### config.mk
export PLATFORM = sky130hd
export DESIGN_NAME = cts_sequencer
export DESIGN_NICKNAME = d
export VERILOG_FILES = /design/src/hdl/cts_pkg.sv /design/src/hdl/cts_sequencer.sv
export SDC_FILE = /design/constraint.sdc
export NUM_CORES = 1
export LEC_CHECK = 0
export BUFFER_PORTS_ARGS = -buffer_cell sky130_fd_sc_hd__buf_2
export CAP_MARGIN = 20
export CORE_ASPECT_RATIO = 1.2
export CORE_MARGIN = 5
export CORE_UTILIZATION = 40
export CTS_CLUSTER_SIZE = 16
export DETAILED_ROUTE_END_ITERATION = 7
export HOLD_SLACK_MARGIN = 0.03
export PLACE_DENSITY = 0.73
export SLEW_MARGIN = 20
export SYNTH_ARGS = -nofsm -noshare
export SYNTH_HDL_FRONTEND = slang
export SYNTH_SLANG_ARGS = --single-unit
export TNS_END_PERCENT = 20
### constraint.sdc
create_clock -name aclk -period 4.69 [get_ports aclk]
set_input_delay 1.1725 -clock aclk [delete_from_list [all_inputs] [get_ports aclk]]
set_output_delay 1.1725 -clock aclk [all_outputs]
set_load 0.02 [all_outputs]
### src/hdl/cts_pkg.sv
// shared types and constants for the capped tournament selector
package cts_pkg;

    localparam int POP_W      = 9;
    localparam int LIMIT_W    = 3;
    localparam int COUNT_W    = 3;
    localparam int ENERGY_W   = 32;
    localparam int PICK_W     = 8;
    localparam int OUT_IDX_W  = 8;
    localparam int S_TDATA_W  = 56;
    localparam int M_TDATA_W  = 24;
    localparam int M_TUSER_W  = 2;
    localparam int CFG_IDX_W  = 1;

    localparam logic [POP_W-1:0]   POP_RESET   = 9'd256;
    localparam logic [LIMIT_W-1:0] LIMIT_RESET = 3'd4;
    localparam logic [COUNT_W-1:0] COUNT_MAX   = 3'd7;

    localparam logic [CFG_IDX_W-1:0] REG_POP_SIZE  = 1'b0;
    localparam logic [CFG_IDX_W-1:0] REG_SEL_LIMIT = 1'b1;

    typedef enum logic {
        OP_LOAD       = 1'b0,
        OP_TOURNAMENT = 1'b1
    } cts_op_t;

    typedef struct packed {
        logic [POP_W-1:0]   pop_size;
        logic [LIMIT_W-1:0] selection_limit;
    } cts_cfg_t;

endpackage

### src/hdl/cts_sequencer.sv
// probe, compare and count-update sequencer of the tournament selector
module cts_sequencer #(
    parameter int MAX_MEMBERS = 256,
    localparam int IDX_W = $clog2(MAX_MEMBERS)
) (
    input  logic                        aclk,
    input  logic                        aresetn,
    input  cts_pkg::cts_cfg_t           cfg,
    input  logic                        s_tvalid,
    output logic                        s_tready,
    input  logic [cts_pkg::S_TDATA_W-1:0] s_tdata,
    input  logic                        s_tuser,
    output logic                        m_tvalid,
    input  logic                        m_tready,
    output logic [cts_pkg::M_TDATA_W-1:0] m_tdata,
    output logic [cts_pkg::M_TUSER_W-1:0] m_tuser,
    output logic                        cnt_we,
    output logic [IDX_W-1:0]            cnt_waddr,
    output logic [cts_pkg::COUNT_W-1:0] cnt_wdata,
    output logic [IDX_W-1:0]            cnt_raddr,
    input  logic [cts_pkg::COUNT_W-1:0] cnt_rdata,
    output logic                        en_we,
    output logic [IDX_W-1:0]            en_waddr,
    output logic [cts_pkg::ENERGY_W-1:0] en_wdata,
    output logic [IDX_W-1:0]            en_raddr,
    input  logic [cts_pkg::ENERGY_W-1:0] en_rdata
);

    import cts_pkg::*;

    localparam int CNT_W = $clog2(MAX_MEMBERS + 1);
    localparam int CMP_W = (CNT_W > POP_W) ? CNT_W : POP_W;
    localparam logic [CMP_W-1:0] MAX_C  = CMP_W'(MAX_MEMBERS);
    localparam logic [IDX_W-1:0] LAST_A = IDX_W'(MAX_MEMBERS - 1);

    typedef enum logic [3:0] {
        ST_CLEAR, ST_IDLE, ST_P1_RD, ST_P1_CHK, ST_P2_RD, ST_P2_CHK,
        ST_E1_RD, ST_E2_RD, ST_WR1, ST_WR2, ST_DONE
    } state_t;

    state_t                  state_reg, state_next;
    logic [IDX_W-1:0]        clr_reg, clr_next;
    logic [CNT_W-1:0]        n_reg, n_next;
    logic [IDX_W-1:0]        m1_reg, m1_next;
    logic [IDX_W-1:0]        m2_reg, m2_next;
    logic [CNT_W-1:0]        steps_reg, steps_next;
    logic [COUNT_W-1:0]      c1_reg, c1_next;
    logic [COUNT_W-1:0]      c2_reg, c2_next;
    logic                    ride_reg, ride_next;
    logic                    none_reg, none_next;
    logic [ENERGY_W-1:0]     e1_reg, e1_next;
    logic [IDX_W-1:0]        win_reg, win_next;
    logic                    mv_reg, mv_next;
    logic [M_TDATA_W-1:0]    md_reg, md_next;
    logic [M_TUSER_W-1:0]    mu_reg, mu_next;

    logic                    accept;
    logic [CMP_W-1:0]        pop_ext, n_ext, idx_ext, pick1_ext, pick2_ext;
    logic                    load_ok;
    logic [CNT_W-1:0]        steps_inc;
    logic                    capped;

    function automatic logic [IDX_W-1:0] advance(input logic [IDX_W-1:0] p,
                                                 input logic [CNT_W-1:0] n);
        logic [CNT_W-1:0] p1;
        p1 = CNT_W'(p) + CNT_W'(1);
        return (p1 >= n) ? '0 : p1[IDX_W-1:0];
    endfunction

    function automatic logic [COUNT_W-1:0] bump(input logic [COUNT_W-1:0] c);
        return (c == COUNT_MAX) ? COUNT_MAX : c + COUNT_W'(1);
    endfunction

    assign accept    = s_tvalid && s_tready;
    assign s_tready  = (state_reg == ST_IDLE);
    assign m_tvalid  = mv_reg;
    assign m_tdata   = md_reg;
    assign m_tuser   = mu_reg;

    assign pop_ext   = CMP_W'(cfg.pop_size);
    assign n_ext     = (pop_ext == '0) ? CMP_W'(1) : ((pop_ext > MAX_C) ? MAX_C : pop_ext);
    assign idx_ext   = CMP_W'(s_tdata[7:0]);
    assign pick1_ext = CMP_W'(s_tdata[47:40]);
    assign pick2_ext = CMP_W'(s_tdata[55:48]);
    assign load_ok   = (idx_ext < MAX_C);
    assign steps_inc = steps_reg + CNT_W'(1);
    assign capped    = (cnt_rdata >= cfg.selection_limit);

    always_comb begin
        cnt_we    = 1'b0;
        cnt_waddr = clr_reg;
        cnt_wdata = '0;
        cnt_raddr = m1_reg;
        en_we     = 1'b0;
        en_waddr  = idx_ext[IDX_W-1:0];
        en_wdata  = s_tdata[39:8];
        en_raddr  = m1_reg;
        case (state_reg)
            ST_CLEAR: begin
                cnt_we = 1'b1;
            end
            ST_IDLE: begin
                if (accept && s_tuser == OP_LOAD && load_ok) begin
                    cnt_we    = 1'b1;
                    cnt_waddr = idx_ext[IDX_W-1:0];
                    en_we     = 1'b1;
                end
            end
            ST_P2_RD: begin
                cnt_raddr = m2_reg;
            end
            ST_E2_RD: begin
                en_raddr = m2_reg;
            end
            ST_WR1: begin
                cnt_we    = 1'b1;
                cnt_waddr = m1_reg;
                cnt_wdata = ride_reg ? bump(bump(c1_reg)) : bump(c1_reg);
            end
            ST_WR2: begin
                cnt_we    = 1'b1;
                cnt_waddr = m2_reg;
                cnt_wdata = bump(c2_reg);
            end
            default: begin
            end
        endcase
    end

    always_comb begin
        state_next = state_reg;
        clr_next   = clr_reg;
        n_next     = n_reg;
        m1_next    = m1_reg;
        m2_next    = m2_reg;
        steps_next = steps_reg;
        c1_next    = c1_reg;
        c2_next    = c2_reg;
        ride_next  = ride_reg;
        none_next  = none_reg;
        e1_next    = e1_reg;
        win_next   = win_reg;
        mv_next    = mv_reg;
        md_next    = md_reg;
        mu_next    = mu_reg;
        if (mv_reg && m_tready) begin
            mv_next = 1'b0;
        end
        case (state_reg)
            ST_CLEAR: begin
                clr_next = clr_reg + IDX_W'(1);
                if (clr_reg == LAST_A) begin
                    state_next = ST_IDLE;
                end
            end
            ST_IDLE: begin
                if (accept && s_tuser == OP_TOURNAMENT) begin
                    n_next     = n_ext[CNT_W-1:0];
                    m1_next    = (pick1_ext < n_ext) ? pick1_ext[IDX_W-1:0] : '0;
                    m2_next    = (pick2_ext < n_ext) ? pick2_ext[IDX_W-1:0] : '0;
                    steps_next = '0;
                    ride_next  = 1'b0;
                    none_next  = 1'b0;
                    state_next = ST_P1_RD;
                end
            end
            ST_P1_RD: begin
                state_next = ST_P1_CHK;
            end
            ST_P1_CHK: begin
                if (!capped) begin
                    c1_next    = cnt_rdata;
                    steps_next = '0;
                    state_next = ST_P2_RD;
                end else begin
                    m1_next    = advance(m1_reg, n_reg);
                    steps_next = steps_inc;
                    if (steps_inc >= n_reg) begin
                        none_next  = 1'b1;
                        state_next = ST_DONE;
                    end else begin
                        state_next = ST_P1_RD;
                    end
                end
            end
            ST_P2_RD: begin
                state_next = ST_P2_CHK;
            end
            ST_P2_CHK: begin
                if (capped || m2_reg == m1_reg) begin
                    steps_next = steps_inc;
                    if (steps_inc >= n_reg) begin
                        m2_next    = m1_reg;
                        ride_next  = 1'b1;
                        state_next = ST_E1_RD;
                    end else begin
                        m2_next    = advance(m2_reg, n_reg);
                        state_next = ST_P2_RD;
                    end
                end else begin
                    c2_next    = cnt_rdata;
                    state_next = ST_E1_RD;
                end
            end
            ST_E1_RD: begin
                state_next = ST_E2_RD;
            end
            ST_E2_RD: begin
                e1_next    = en_rdata;
                state_next = ST_WR1;
            end
            ST_WR1: begin
                win_next   = ($signed(e1_reg) >= $signed(en_rdata)) ? m1_reg : m2_reg;
                state_next = ride_reg ? ST_DONE : ST_WR2;
            end
            ST_WR2: begin
                state_next = ST_DONE;
            end
            ST_DONE: begin
                if (!mv_reg || m_tready) begin
                    mv_next = 1'b1;
                    if (none_reg) begin
                        md_next = '0;
                        mu_next = 2'b10;
                    end else begin
                        md_next = {OUT_IDX_W'(m2_reg), OUT_IDX_W'(m1_reg), OUT_IDX_W'(win_reg)};
                        mu_next = {1'b0, ride_reg};
                    end
                    state_next = ST_IDLE;
                end
            end
            default: begin
                state_next = ST_IDLE;
            end
        endcase
    end

    always_ff @(posedge aclk) begin
        n_reg     <= n_next;
        m1_reg    <= m1_next;
        m2_reg    <= m2_next;
        steps_reg <= steps_next;
        c1_reg    <= c1_next;
        c2_reg    <= c2_next;
        ride_reg  <= ride_next;
        none_reg  <= none_next;
        e1_reg    <= e1_next;
        win_reg   <= win_next;
        md_reg    <= md_next;
        mu_reg    <= mu_next;
        if (!aresetn) begin
            state_reg <= ST_CLEAR;
            clr_reg   <= '0;
            mv_reg    <= 1'b0;
        end else begin
            state_reg <= state_next;
            clr_reg   <= clr_next;
            mv_reg    <= mv_next;
        end
    end

endmodule

# Word level (Yosys, flattened, before mapping)
# Cells that the tools add are included.
classes:
  add_sub_neg: 7
  magnitude_cmp: 9
  eq_ne: 22
  mux: 49
  bitwise_logic: 3
  reduce_logical: 24
ops:
  columns: ["cell", "n"]
  rows:
  - ["two-way mux 8 bit", 13]
  - ["two-way mux 9 bit", 5]
  - ["one-hot mux 4 bit (11 select lines)", 1]
  - ["greater-or-equal comparator 32 bit", 1]
  - ["one-hot mux 8 bit (2 select lines)", 2]
  - ["greater-or-equal comparator 9 bit", 3]
  - ["one-hot mux 9 bit (3 select lines)", 1]
  - ["two-way mux 4 bit", 6]
  - ["one-hot mux 8 bit (3 select lines)", 1]
  - ["adder 8 x 1 -> 9 bit (second input constant)", 2]
  - ["< comparator 8 x 9 -> 1 bit", 2]
  - ["equality test 4 x 3 -> 1 bit (second input constant)", 4]
  - ["equality test 4 bit (second input constant)", 3]
  - ["two-way mux 3 bit", 4]
  - ["!= test 2 bit (second input constant)", 6]
  - ["AND reduction 3 bit", 4]
  - ["adder 3 x 1 -> 3 bit (second input constant)", 3]
  - ["adder 9 x 1 -> 9 bit (second input constant)", 1]
  - ["equality test 3 bit (second input constant)", 3]
  - ["> comparator 9 bit (second input constant)", 1]
  - ["logical NOT 9 bit", 1]
  - ["< comparator 8 x 9 -> 1 bit (second input constant)", 1]
  - ["two-way mux 1 bit", 9]
  - ["adder 8 x 1 -> 8 bit (second input constant)", 1]
  - ["19 further kinds", 36]
totals:
  reg_bits: 121
  inputBits: 108
  out_inout_bits: 97
  elab_cells: 130

# Longest topological paths before layout
# Gate-level depths: netlist of the first run.
depth:
  depth_word: 7
  mapped_depth: 12
  depth_no_buf: 11

# Worst setup path after synthesis of the first run
# Ideal clock, no wire load.
synth_path:
  kind: "input to output"
  startpoint: "in s_tuser"
  endpoint: "out cnt_waddr[6]"
  arrival_time_ns: 2.443
  t_required_ns: 3.518
  setup_slack_ns: 1.074
  cell_stages: 4
  path_buffers: 1
  path_cell_list: "nor3b_1 -> clkbuf_1 -> a31oi_1 -> o21ai_0"
synth_via:
  elab_chain_len: 5
synth_lines:
  columns: ["item", "line_no", "text"]
  rows:
  - ["start, declared", "cts_sequencer.sv:12", "input logic s_tuser,"]
  - ["inverter 1 bit", "cts_sequencer.sv:103", "if (accept && s_tuser == OP_LOAD && load_ok) begin"]
  - ["logical AND 1 bit (2 in a row)", "cts_sequencer.sv:103", null]
  - ["two-way mux 8 bit", "cts_sequencer.sv:103", null]
  - ["one-hot mux 8 bit (3 select lines)", "cts_sequencer.sv:98", "case (state_reg)"]
  - ["end, declared", "cts_sequencer.sv:18", "output logic [IDX_W-1:0] cnt_waddr,"]
# No other way between the ends.

# Worst setup path after layout of the first run
layout_path:
  startpoint: "reg state_reg[3]"
  endpoint: "out cnt_waddr[2]"
layout_via:
  elab_chain_len: 6
  elab_cells_between_ends: 8
  cone_classes: "eq/ne: 3; mux: 2; reduce/logical: 3"
layout_lines:
  columns: ["item", "line_no", "text"]
  rows:
  - ["start, declared", "cts_sequencer.sv:41", "state_t state_reg, state_next;"]
  - ["start signal, assigned", "cts_sequencer.sv:256", "state_reg <= state_next;"]
  - ["equality test 4 x 1 -> 1 bit", "cts_sequencer.sv:75, cts_sequencer.sv:98", null]
  - ["logical AND 1 bit", "cts_sequencer.sv:74", "assign accept = s_tvalid && s_tready;"]
  - ["logical AND 1 bit (2 in a row)", "cts_sequencer.sv:103", null]
  - ["two-way mux 8 bit", "cts_sequencer.sv:103", null]
  - ["one-hot mux 8 bit (3 select lines) (*)", "cts_sequencer.sv:98", null]
# Mark *: on every way between the ends. The rest lies on a longest branch, timed or not.

==> results.cfg, run 1 <==
[routing]
drt_iter0_markers = 470
antenna_left = 0
vias_per_cell = 5.30
drc_errors = 0
routed_wl_mm = 19.8
first_pass_iters = 5
wl_per_cell_um = 17.8
via_count = 5876

[synthesis]
avgSynthCellArea_um2 = 10.6
synth_top_area_cell = edfxtp_1
netlist_area_um2 = 7830
ys.flop_type = edfxtp_1
yosys.cell_count.top_type = edfxtp_1
ys_ff_latch = 121
synth_cells = 738
synth_fp_nets = 928
async_reset_ff_share_pct = 0
synth_cell_types = 63
synth_edf_count = 108
synth-seq-area-share_pct = 44.7
synthTopCellsByArea = edfxtp_1 (41%), ha_1 (13%), buf_4 (3.8%), dfxtp_1 (3.3%), inv_1 (3.1%)
ys_top_cells_by_count = edfxtp_1 (108), ha_1 (82), inv_1 (65)
ys_warn_count = 0
synth.top_cell.area_share_pct = 41.4

[timing]
fmax_mhz = 273
slew_violations = 0
period_needed_ns = 3.67
slew_headroom_pct = 41.6
clock_skew_ns = 0.00770
worst_slew_pin_slew_ns = 0.875
final-setup-viol-count = 0
rsz0062_at_grt = false
tns_ns = 0
hold_viol_final = 0
hold_ws_ns = 0.538
fin_crit_sh_pct = 78.2

[placement]
gp_congestion = 0.880
dpl.hpwl_mm = 15.1
io_buffers = 140

[clock_network]
ctsHoldBuffers = 0
cts-htree-levels = 4
tritoncts = yes
clk_path_buf_depth = 2
cts_setup_buffers = 0
worstSkewPairLatency_ns = 0.42
cts-root-buf = clkbuf_16
path_clk_slew_ns = 0.06
clkSinkCount = 121
cts-resized-gates = 0
cts_made_buffers = 17

[global_routing]
grt_pass1_wl_mm = 30.8
grt_max_degree = 33
grt_usage_pct = 17.7
grt_pass1_vias = 5871
antenna_found_initial = 0
grt-ovfl-total = 0

[worst_setup_path]
r2r_start = steps_reg[0]
critPathKind = reg -> out
crit_arrival_ns = 2.50
critPathLaunchType = register
crit_path_end_kind = primary output
crit_required_ns = 3.52
crit_path_start = state_reg[3]
cp_max_fo = 14

[floorplanning]
die_h_um = 163
design.portCount = 205
die_w_um = 138
die-area_um2 = 22500
std_cell_rows = 56
start_util_pct = 40.3
core-area_um2 = 19400

[power_and_ir_drop]
p_per_area_nw_per_um2 = 286
power.leakage_nw = 3.99
vdd_drop_max_mv = 0.221

[min_path]
hold_path_class = reg -> reg
hold_start = clr_reg[5]

[final_layout]
n_antenna_cell = 0
nets = 1025
area_delta_synth_final_pct = 16.0
n_fill_cell = 1826
largest_reg_flops = 32
drive_above_1_share_pct = 24.8

[outcome]
outcome = complete, no violations

[job]
cap_viol_max_count = 0
## critical path, cell delays in order, from the launching register on
cell      delay [ns]
dfxtp_1         0.63
nor2b_1         0.14
nand2_1         0.21
nor3b_1         0.08
buf_4           0.17
o21bai_1        0.44
nand2_1         0.10
o21ai_0         0.10
buf_2           0.20
## metrics by stage
stage	util [%]	cells	cell area (um2)	worst slack, ns	total power, W
2_1_floorplan	-	738	7830	1.07	0.00134
3_3_place_gp	43.8	1077	8510	1.13	0.00136
3_5_place_dp	43.8	1077	8510	1.07	0.00137
4_1_cts	46.8	1109	9080	1.07	0.00262
5_1_grt	46.8	1109	9080	0.779	0.00269
6_report	46.8	1109	9080	1.02	0.00260
## where the power goes
group / switching [W] / internal [W] / total, W / leakage, nW
Sequential: 0.00000332 / 0.00117 / 0.00117 / 1.08
Clock: 0.000493 / 0.000754 / 0.00125 / 0.293
Combinational: 0.0000930 / 0.0000819 / 0.000175 / 2.61
## metal layers
metal | part of all wire, % | GRT usage, % | up-vias
met5 | 0 | 0 | -
met4 | 2.9 | 7.73 | 0
met3 | 7.0 | 3.67 | 35
met2 | 47 | 28.8 | 220
met1 | 43 | 22.8 | 2787
li1 | - | - | 2834
## placed cells by master, fill, tap and decap left out, types with 4 or more instances in the layout
cell       instances
nand2_1           46
dfxtp_1           13
inv_4              6
nor4_1             4
nor2_1            34
ha_1              82
nor3_1             8
o21a_1             7
nand2b_1          14
a221o_1            9
a21oi_1           24
nand3_1           20
nor2b_1           33
buf_4              9
inv_1             65
mux2_2            18
a211oi_1          10
xor2_1            14
o21ai_0           26
or2_2              4
buf_2            140
nor3b_1            6
clkbuf_16         19
a21o_1            19
edfxtp_1         108
nand4_1            8
and2_1             8
xnor2_1           18
mux2i_1            5
a22o_1             9
and3_1             5
## final timing paths
| check | end | slack, ns | cells past startpoint |
|---|---|---|---|
| setup / recovery | cnt_waddr[2] | 1.02 | 8 |
| hold / removal | clr_reg[5] | 0.54 | 2 |
| setup reg to reg | m2_reg[3] | 1.35 | 11 |
| hold reg to reg | clr_reg[5] | 0.54 | 2 |
## cell type report
| class | count | area [um2] | share of cell area (%) |
|---|---|---|---|
| inverters | 65 | 244 | 2.69 |
| clock buffers | 20 | 489 | 5.39 |
| clock inverters | 12 | 82.6 | 0.909 |
| well taps | 261 | 327 | 3.60 |
| flip-flops and latches | 121 | 3500 | 38.6 |
| repair buffers | 149 | 768 | 8.46 |
| multi-input cells | 481 | 3670 | 40.4 |
## kinds of logic after synthesis
| logic type | count (synthesis) | share of synthesized area (%) |
|---|---|---|
| adder cells (fa/ha/maj) | 82 | 13.1 |
| buffers and inverters | 136 | 8.44 |
| flip-flops | 121 | 44.7 |
| multiplexers | 23 | 3.23 |
| AO/OA/AOI/OAI | 137 | 12.7 |
| XOR/XNOR | 32 | 3.58 |
| AND/OR/NAND/NOR | 207 | 14.2 |
No activity file was read; power rests on OpenSTA's default activity.
==> run 2, diff against run 1 <==
ABC_AREA = 1   (was default)
clock period = 3.6 ns   (was 4.69 ns; I/O delays follow)
==> run 2 against run 1 <==
Clock power is 31% higher. Power up 31%. Utilization increased by 0.34 points. Synthesized cell count grew 28%. Combinational power rose by 36%. Critical path type unchanged. Global-route usage about the same. Critical endpoint is now cnt_waddr[3]. Routed wire length increased by 4.4%. Flip-flop and latch count unchanged. Sequential share of layout area decreased by 1.8 points. Area after synthesis is 4.7% higher. Cell count increased by 21%. Non-clock buffer count decreased by 1.
==> results.cfg, run 2 <==
[clock_network]
cts-resized-gates = 0
cts_setup_buffers = 0
cts-htree-levels = 4
clkSinkCount = 121
cts-root-buf = clkbuf_16
cts_made_buffers = 17
path_clk_slew_ns = 0.06
ctsHoldBuffers = 0
worstSkewPairLatency_ns = 0.42
clk_path_buf_depth = 2
tritoncts = yes

[worst_setup_path]
cp_cell_sequence = nand2_4 -> nor2_1 -> inv_2 -> o22ai_1 -> o21ai_0 -> nand2_1 -> buf_2
r2r_end = m2_reg[5]
critPathKind = reg -> out
crit_path_end_kind = primary output
crit_family = flip-flops
cp_slowest_cell = dfxtp_1
r2r_start = steps_reg[0]
cpPeakStageDelay_ns = 0.70
ff2ff_setup_slack_ns = 0.48
cp_max_fo = 10
reg2regPathDepth = 15
crit_arrival_ns = 2.28
critPathLaunchType = register
worst-path-buf-inv = 2
crit_required_ns = 2.70

[global_routing]
grt_max_degree = 33
grt_pass1_wl_mm = 33.4
grt_usage_pct = 17.8
antenna_found_initial = 0
grt_pass1_vias = 6679
grt-ovfl-total = 0

[routing]
dr_wl_met2_mm = 9.95
routed_wl_mm = 20.7
drc_errors = 0
vias_per_cell = 5.07
first_pass_iters = 6
via_count = 6783
wl_per_cell_um = 15.5
wl_met1_mm = 8.67
top_layer_used = met4
antenna_left = 0
drt_iter0_markers = 523
route.met3.wl_mm = 1.45

[final_layout]
nets = 1249
n_fill_cell = 1931
final_common_cell = nand2_1
area_delta_synth_final_pct = 16.0
final_cell_mix = nand2_1 (166), inv_1 (147), buf_2 (140)
largest_reg_flops = 32
drive_above_1_share_pct = 21.0
n_antenna_cell = 0
final_util_pct = 47.1

[synthesis]
synth-seq-area-share_pct = 42.7
synth_edf_count = 108
yosys.cell_count.top_type = nand2_1
netlist_area_um2 = 8200
synth_cells = 942
synth.top_cell.area_share_pct = 39.6
ys_warn_count = 0
synthTopCellsByArea = edfxtp_1 (40%), ha_1 (13%), nand2_1 (7.6%), inv_1 (6.7%), nor2_1 (4.3%)
avgSynthCellArea_um2 = 8.70
synth_fp_nets = 1132
ys_ff_latch = 121
ys_top_cells_by_count = nand2_1 (166), inv_1 (147), edfxtp_1 (108)
async_reset_ff_share_pct = 0
ys.flop_type = edfxtp_1
synth_cell_types = 49
synth_top_area_cell = edfxtp_1

[timing]
tns_ns = 0
clock_skew_ns = 0.0130
hold_viol_final = 0
worst_slew_pin_slew_ns = 0.832
slew_violations = 0
fin_crit_sh_pct = 88.3
fmax_mhz = 314
slew_headroom_pct = 44.5
final-setup-viol-count = 0
period_needed_ns = 3.18
rsz0062_at_grt = false

[power_and_ir_drop]
power.leakage_nw = 4.49
pwr-share-comb_pct = 7.0
vdd_drop_max_mv = 0.294
power.share.sequential_pct = 44.9
power_frac_clock_pct = 48.1
power.net_switching_w = 0.000791
p_per_area_nw_per_um2 = 358
internal_power_w = 0.00261
p_sw_share_pct = 23.2

[placement]
dpl.hpwl_mm = 16.4
gp_congestion = 0.953
io_buffers = 140

[floorplanning]
die-area_um2 = 23500
design.portCount = 205
die_h_um = 167
die_w_um = 141
std_cell_rows = 57
start_util_pct = 40.6
core-area_um2 = 20200

[min_path]
worstHoldPathCells = 2
hold_path_class = reg -> reg
holdPathEnd = clr_reg[7]
hold_start = clr_reg[7]

[outcome]
outcome = complete, no violations

[job]
cap_viol_max_count = 0
[run 2: cell count changes after synthesis, moves of 24 or more]
| cell | change |
|---|---|
| nor2_1 | +61 |
| a21oi_1 | +30 |
| nor2b_1 | -34 |
| inv_1 | +82 |
| nand2_1 | +120 |
| clkbuf_1 | -24 |
[run 2: how the worst max path moves through the flow]
stage,from,to,slack [ns],depth (start not counted)
after floorplan,m_tready,m_tdata[0],0.41,2
after CTS,state_reg[0],cnt_waddr[0],0.42,7
after global placement,cnt_rdata[2],m1_reg[6],0.51,6
after detailed placement,cnt_rdata[2],m1_reg[5],0.47,6
final,state_reg[0],cnt_waddr[3],0.42,7
after global routing,state_reg[0],cnt_waddr[3],0.22,7
[run 2: stage by stage]
stage	hold slack [ns]	area (um2)	power [W]	cells	setup WS [ns]
global route	0.551	9510	0.00353	1337	0.216
detailed placement	0.501	8940	0.00180	1305	0.471
floorplan	0.424	8200	0.00175	942	0.407
global placement	0.483	8940	0.00179	1305	0.512
finish	0.506	9510	0.00340	1337	0.420
CTS	0.510	9510	0.00344	1337	0.415
[run 2: worst register-to-register path, cell delays in order, from the launching register on]
cell,delay (ns)
edfxtp_1,0.40
ha_1,0.20
nand3_1,0.11
nand3b_1,0.20
and3b_1,0.25
xor2_1,0.20
inv_1,0.07
ha_1,0.29
nand2_1,0.08
nor2_1,0.05
nor3b_1,0.22
nand4_2,0.27
nand2_1,0.20
inv_1,0.14
nand2_1,0.09
nand3_1,0.09
[run 2: kinds of logic after synthesis]
logic type	share of synthesized area, %
AND/OR/NAND/NOR	22.6
XOR/XNOR	2.03
adder cells (fa/ha/maj)	12.5
buffers and inverters	11.6
AO/OA/AOI/OAI	8.46
flip-flops	42.7
[run 2: final cells by class]
| class | instances | area, um2 | area share [%] |
|---|---|---|---|
| clock buffers | 18 | 450 | 4.73 |
| well taps | 265 | 332 | 3.49 |
| inverters | 157 | 594 | 6.25 |
| flip-flops and latches | 121 | 3500 | 36.8 |
| multi-input cells | 614 | 3750 | 39.4 |
| clock inverters | 14 | 120 | 1.26 |
| repair buffers | 148 | 761 | 8.00 |
[run 2: routing by layer]
| metal | up-vias | global-route usage (%) |
|---|---|---|
| li1 | 3375 | - |
| met4 | 0 | 7.08 |
| met1 | 3104 | 22.6 |
| met5 | - | 0 |
| met3 | 43 | 3.56 |
| met2 | 261 | 29.7 |
[run 2: power by group through the flow]
| stage | sequential (W) | clock, W | combinational (W) |
|---|---|---|---|
| after CTS | 0.00153 | 0.00167 | 0.000240 |
| after floorplan | 0.00156 | 0 | 0.000197 |
| after global routing | 0.00153 | 0.00173 | 0.000273 |
| after detailed placement | 0.00156 | 0 | 0.000237 |
| after global placement | 0.00156 | 0 | 0.000231 |
| final | 0.00153 | 0.00164 | 0.000238 |
